<file path="src/sv/ffa_ram.sv">
`default_nettype none
module ffa_ram #(
	parameter int WIDTH = 8,
	parameter int DEPTH = 16
) (
	input  wire logic                     clk,
	input  wire logic                     we,
	input  wire logic [$clog2(DEPTH)-1:0] addr,
	input  wire logic [WIDTH-1:0]         wdata,
	output logic      [WIDTH-1:0]         rdata
);

	logic [WIDTH-1:0] mem [DEPTH];

	always_ff @(posedge clk) begin
		if (we) begin
			mem[addr] <= wdata;
		end
		rdata <= mem[addr];
	end

endmodule
`default_nettype wire

</file>
<file path="config.mk">
export PLATFORM = sky130hd
export DESIGN_NAME = ffa_ram
export DESIGN_NICKNAME = d
export VERILOG_FILES = /design/src/sv/ffa_ram.sv
export SDC_FILE = /design/constraint.sdc
export NUM_CORES = 1
export LEC_CHECK = 0
export BUFFER_PORTS_ARGS = -buffer_cell sky130_fd_sc_hd__buf_2
export CORE_MARGIN = 3
export CORE_UTILIZATION = 60
export CTS_BUF_LIST = sky130_fd_sc_hd__clkbuf_4 sky130_fd_sc_hd__clkbuf_8
export CTS_CLUSTER_SIZE = 16
export DETAILED_ROUTE_END_ITERATION = 8
export GPL_TIMING_DRIVEN = 0
export HOLD_SLACK_MARGIN = 0.12
export PLACE_DENSITY = 0.78
export SYNTH_ARGS = -nofsm -noshare
export SYNTH_HDL_FRONTEND = slang
export SYNTH_SLANG_ARGS = --single-unit
</file>
<file path="constraint.sdc">
create_clock -name clk -period 3.1 [get_ports clk]
set_input_delay 0 -clock clk [delete_from_list [all_inputs] [get_ports clk]]
set_output_delay 0 -clock clk [all_outputs]
set_load 0.01 [all_outputs]
</file>
==> impl_results.md, run 1 <==
- First-pass DRT Iterations: 5
- Die Area: 9584 µm²
- Post-synth cell types: 18
- Fill cells: 435
- Leakage Power: 0.001895 µW
- Iter 0 DRT Violations: 309
- Total gr overflow: 0
- CTS Buffer Depth: 2
- Crit Path Category: in2reg
- Synth Warn #: 0
- Crit share post-route: 53.78%
- Status: finished clean
- Mapped Area: 5067 µm²
- Initial Util: 63.60%
- Clk slew on worst S/H paths: 0.07 ns
- Post-Synthesis Cells: 230
- Syn Area/Cell: 22.03 µm²
- Routed Antenna Nets: 0
- CP Depth: 3
- Worst path max stage delay: 1.01 ns
- Final core utilization: 72.85%
- CTS resizes: 0
- Synthesized flop and latch total: 136
- Die W: 97.90 µm
- Worst slew margin: 12.15%
- Worst r2r path cells: 3
- Final setup violation count: 0
- Worst reg2reg startpoint: mem[3][4]$_DFFE_PP_
- Layout area overhead: 14.54%
- Crit path launch: addr[2]
- Post-DP HPWL: 5931 µm
- Power per Cell Area: 652.8 nW/µm²
- Core area: 7968 µm²
- Hold WC Path Type: in2reg
- Routed len/inst: 24.01 µm
- H-tree Lvls: 4
- Clk_lat worst skew: 0.42 ns
- Layout cells sized above 1: 31.03%
- Worst Setup EP: mem[0][7]$_DFFE_PP_
- Number of global-route vias before repair: 2,494
- Endpoints failing hold: 0
- CP Capture Type: flop
- Tmin final: 1.667 ns
- Root Driver: clkbuf_8
- Worst-margin pin slew: 1.308 ns
- Slew Limit Fails: 0
- # hold bufs at CTS: 8
- First-pass GRT wire length: 14,420 µm
- Maximum fanout along the worst path: 8
- Final hold slack: 0.1778 ns
- TritonCTS clock tree: built
- Via Count: 2,393
- CP top delay family: simple AND/OR/NAND/NOR gates
- Total GRT Usage: 21.29%
- Critical path's slowest cell: nor3_1
- Postcts setup bufs: 0
- Startpoint class of the critical path: input pin
- WP buf/inv: 1
- Reg-to-reg endpoint: rdata[4]$_DFF_P_
- Max VDD drop: 0.5071 mV
- Total CTS buffers: 17
- Hold path startpoint: we
- Site row count: 32
- Critical path arrival: 1.69 ns
- Residual DRC: 0
- Multi-input logic area: 1003 µm²
- Initial antenna violation count: 0
- PortBufs: 19
- Register area share after synthesis: 79.01%
- Placer Congestion: 0.7385
- # Max-Cap Violations: 0
- Setup TNS: 0 ns
- Nets: 291
- Post-route setup slack: 1.433 ns
- Die outline height: 97.90 µm
- IO Pins: 22
- Worst path cell trace: buf_2 -> or3b_2 -> nor3_1
- Antenna fix cells: 0
- Worst Skew: 0.01207 ns
- Total wire length: 9412 µm
- Register area: 4004 µm²
- F_max: 599.9 MHz
- Vias per std cell: 6.105
- Clk sink count: 136
- DP Worst Slack: 1.007 ns
- Worst Path Required: 3.12 ns
- Syn_nets: 244
- R2R Setup Slk: 1.71 ns
- RSZ-0062 raised after global routing: false
- Largest net degree at the start of global routing: 17
## layout make-up
type                    count  area share, %
repair buffers             28          3.147
flip-flops and latches    136          68.98
clock buffers              19          4.290
plain buffers              11          1.035
multi-input cells          83          17.29
clock inverters            13          3.061
well taps                 102          2.199
## layout by cell type (no fill, tap or decap)
| master | n |
|---|---|
| clkbuf_1 | 2 |
| buf_2 | 21 |
| buf_1 | 4 |
| nor2_1 | 13 |
| clkinvlp_4 | 2 |
| nor2b_1 | 2 |
| and2_1 | 1 |
| or3b_2 | 1 |
| clkinv_2 | 5 |
| inv_6 | 1 |
| edfxtp_1 | 128 |
| dlygate4sd3_1 | 8 |
| nand3b_1 | 2 |
| nand3_1 | 1 |
| buf_6 | 2 |
| clkbuf_4 | 3 |
| nand2b_1 | 2 |
| clkbuf_8 | 17 |
| dfxtp_1 | 8 |
| bufinv_16 | 4 |
| mux4_2 | 32 |
| nand2_1 | 9 |
| clkinv_4 | 1 |
| a22oi_1 | 16 |
| nor3_1 | 4 |
| clkbuf_2 | 1 |
## cell usage after synthesis, drive strengths merged
| cell | n | share of area [%] |
|---|---|---|
| edfxtp | 128 | 76 |
| mux4 | 32 | 14 |
| a22oi | 16 | 2.4 |
| nor2 | 13 | 0.96 |
| nand2 | 9 | 0.67 |
| buf | 8 | 0.94 |
| dfxtp | 8 | 3.2 |
| nor3 | 4 | 0.40 |
| clkbuf | 3 | 0.25 |
| nand2b | 2 | 0.25 |
| nand3b | 2 | 0.30 |
| nor2b | 2 | 0.25 |
| and2 | 1 | 0.12 |
| nand3 | 1 | 0.099 |
| or3b | 1 | 0.17 |
## stage by stage
step	power [µW]	instance area, µm²	std cells
finish	3789	5804	392
global route	3920	5804	392
CTS	3808	5797	391
detailed placement	2300	5290	351
global placement	2290	5290	351
floorplan	2215	5067	230
## state kept, by name, summed over array words and instances, names as in the netlist
register  flops
rdata         8
mem         128
## tightest hold or removal path, stage by stage
cell,delay (ns)
buf_2,0.14
nand3b_1,0.15
nor3_1,0.12
## worst min path at each step
stage	slack [ns]	to	cells after the start
global route	0.18	mem[8][6]$_DFFE_PP_	3
detailed placement	0.40	rdata[2]	1
finish	0.18	mem[8][6]$_DFFE_PP_	3
global placement	0.40	rdata[5]	1
CTS	0.17	rdata[0]$_DFF_P_	4
floorplan	0.1	mem[0][0]$_DFFE_PP_	0
## metal layers
layer	vias up	part of all wire, %	wire, µm	track usage (%)
li1	1052	-	-	-
met1	1217	41	3840	30.89
met2	111	50	4668	32.46
met3	13	8.0	756	5.286
met4	0	1.6	146	7.135
met5	-	0	0	0
## cell families (layout without fill, tap and decap cells)
kind of cell	after synthesis	in the layout	synth area share [%]
simple gates	35	35	3.210
flops	136	136	79.01
compound gates	16	16	2.370
mux	32	32	14.22
buf+inv	11	71	1.185
## report_power, final
part           internal (µW)  leakage, µW  switching, µW
sequential              2050      0.00122           9.93
combinational           84.4     0.000455            118
clock                    890     0.000216            632
Note: power is estimated with default switching activity, not from simulation.
==> inputs of run 2 (changes only) <==
--- a/config.mk
+++ b/config.mk
@@ -7,7 +7,7 @@
 export LEC_CHECK = 0
 export BUFFER_PORTS_ARGS = -buffer_cell sky130_fd_sc_hd__buf_2
 export CORE_MARGIN = 3
-export CORE_UTILIZATION = 60
+export CORE_UTILIZATION = 57
 export CTS_BUF_LIST = sky130_fd_sc_hd__clkbuf_4 sky130_fd_sc_hd__clkbuf_8
 export CTS_CLUSTER_SIZE = 16
 export DETAILED_ROUTE_END_ITERATION = 8
==> constraint.sdc (replaced) <==
create_clock -name clk -period 1.4 [get_ports clk]
set_input_delay 0 -clock clk [delete_from_list [all_inputs] [get_ports clk]]
set_output_delay 0 -clock clk [all_outputs]
set_load 0.01 [all_outputs]
==> impl_results.md, run 2 (same netlist as run 1, synthesis figures left out) <==
- Status: complete, but fails checks
- Failing checks: negative setup slack
- Crit share post-route: 100.4%
- Final core utilization: 69.90% (-2.9 points)
- Setup TNS: -0.03403 ns (-0.03403 ns)
- Total gr overflow: 0 (unchanged)
- Layout cells sized above 1: 34.72% (+3.7 points)
- Power per Cell Area: 1483 nW/µm² (+130%)
- Total wire length: 9411 µm (about the same)
- CTS Buffer Depth: 2 (unchanged)
- Worst r2r path cells: 3 (unchanged)
- IO Pins: 22 (unchanged)
- Fin area: 5888 µm² (+1.4%)
- Crit path launch: addr[1]
- Vias per std cell: 6.112 (+0.12%)
- Initial Util: 60.16% (-3.4 points)
- First-pass GRT wire length: 14,750 µm (+2.2%)
- Die Area: 10,060 µm² (+4.9%)
- Initial antenna violation count: 0 (unchanged)
- DP Worst Slack: -0.6194 ns (-1.627 ns)
- # Max-Cap Violations: 0 (unchanged)
- Worst reg2reg startpoint: mem[7][3]$_DFFE_PP_
- Critical path arrival: 1.45 ns (-0.24 ns)
- Worst slew margin: 21.27% (+9.1 points)
- Routed len/inst: 23.95 µm (-0.27%)
- Post-DP HPWL: 5886 µm (-0.77%)
- R2R Setup Slk: 0.05 ns (-1.66 ns)
- Worst Hold Depth: 4 (+1)
- Final setup violation count: 8 (+8)
- Core area: 8423 µm² (+5.7%)
- Register area: 4004 µm² (unchanged)
- Multi-input logic area: 1049 µm² (+4.5%)
- Nets: 290 (-0.34%)
- RSZ-0062 raised after global routing: true
- Via Count: 2,402 (+0.38%)
- Worst Skew: 0.006533 ns (-0.005539 ns)
- Most flops, register: mem
- Max VDD drop: 0.6712 mV (+32%)
- Worst-margin pin slew: 1.172 ns (-0.1358 ns)
- Hold WC Path Type: in2reg
- Largest regs: mem x128, rdata x8
- Clk sink count: 136 (unchanged)
- Endpoints failing hold: 0 (unchanged)
- Routed Antenna Nets: 0 (unchanged)
- Number of global-route vias before repair: 2,564 (+2.8%)
- Commonest non-fill, non-tap cells in the layout: 128 x edfxtp_1, 32 x mux4_2, 21 x buf_2
- Fill cells: 506 (+16%)
- PortBufs: 19 (unchanged)
- Leakage Power: 0.001910 µW (+0.76%)
- Startpoint class of the critical path: input pin
- Maximum fanout along the worst path: 10 (+2)
- Post-route setup slack: -0.005759 ns (-1.439 ns)
- Site row count: 33 (+3.1%)
- Iter 0 DRT Violations: 196 (-37%)
- TritonCTS clock tree: built
- Clk_lat worst skew: 0.43 ns (about the same)
- Antenna fix cells: 0 (unchanged)
- Clk slew on worst S/H paths: 0.07 ns (about the same)
- Die outline height: 100.3 µm (+2.4%)
- H-tree Lvls: 4 (unchanged)
- Residual DRC: 0 (unchanged)
- Total GRT Usage: 21.29% (about the same)
- CP Capture Type: flop
- Largest net degree at the start of global routing: 17 (unchanged)
- Post-route total power: 8734 µW (+130%)
- Area post-placement: 5301 µm² (+0.21%)
- Layout area overhead: 16.20%
- Worst Setup EP: mem[4][6]$_DFFE_PP_
- Tmin final: 1.406 ns
- Most common cell after layout, fill and taps aside: edfxtp_1
- Crit Path Category: in2reg
- Slew Limit Fails: 0 (unchanged)
- Number of flip-flops in the largest register: 128 (unchanged)
- Die W: 100.3 µm (+2.4%)
- First-pass DRT Iterations: 5 (unchanged)
- Root Driver: clkbuf_8
- Total CTS buffers: 17 (unchanged)
- Placer Congestion: 0.7246 (-1.9%)
- F_max: 711.4 MHz
- Reg-to-reg endpoint: rdata[3]$_DFF_P_
- Worst Path Required: 1.45 ns (-1.67 ns)
-- run 2: changes by cell type in the layout (fill, tap and decap cells not counted) --
| cell | previous run | this run |
|---|---|---|
| nor2_1 | 13 | 5 |
| bufinv_16 | 4 | 6 |
| nor3_1 | 4 | 1 |
| nor2_4 | 0 | 1 |
| nor3_2 | 0 | 3 |
| clkinv_1 | 0 | 1 |
| a22oi_1 | 16 | 15 |
| clkbuf_2 | 1 | 2 |
| clkinv_2 | 5 | 2 |
| a22oi_2 | 0 | 1 |
| buf_1 | 4 | 3 |
| clkbuf_4 | 3 | 1 |
| nor2_2 | 0 | 7 |
-- run 2: cell type report --
cell class                      count  area share, %
Buffer                             11          1.041
Sequential cell                   136          68.00
Tap cell                          105          2.231
Timing Repair Buffer               27          2.975
Clock inverter                     13          3.846
Multi-Input combinational cell     83          17.81
Clock buffer                       18          4.101
-- run 2: routing by layer --
metal  part of all wire, %  up-vias  GRT usage (%)  routed length, µm
met5                     0        -              0                  0
met4                   1.2        0          9.430                117
met3                    10        9          6.393                948
met2                    49      113          32.21               4615
met1                    40     1229          29.12               3729
li1                      -     1051              -                  -
-- run 2: what timing repair did --
item                                    in CTS  in global routing
gates resized for setup                      0                 12
hold endpoints to repair                   128                  0
endpoints found under the setup margin      80                121
buffers inserted                             0                  0
hold buffers                                 8                  0
-- run 2: how the worst min path moves through the flow --
stage,startpoint,end,slack [ns]
floorplan,wdata[0],mem[0][0]$_DFFE_PP_,0.1
global placement,rdata[3]$_DFF_P_,rdata[3],0.39
detailed placement,rdata[7]$_DFF_P_,rdata[7],0.39
finish,addr[0],rdata[7]$_DFF_P_,0.16
global route,addr[0],rdata[5]$_DFF_P_,0.19
CTS,addr[0],rdata[5]$_DFF_P_,0.16
-- run 2: report_power, final --
group / total [µW] / switching [µW] / internal, µW
sequential: 4570 / 22.3 / 4550
clock: 3710 / 1400 / 2300
combinational: 455 / 266 / 189
-- run 2: metrics by stage --
step	hold WS, ns	std cells
finish	0.1634	393
global route	0.1853	393
CTS	0.1577	393
detailed placement	0.3939	354
global placement	0.3948	354
floorplan	0.09887	230
-- run 2: critical path, stage by stage --
cell and delay, ns:
buf_2 0.19, clkbuf_2 0.26, nor3_1 0.99
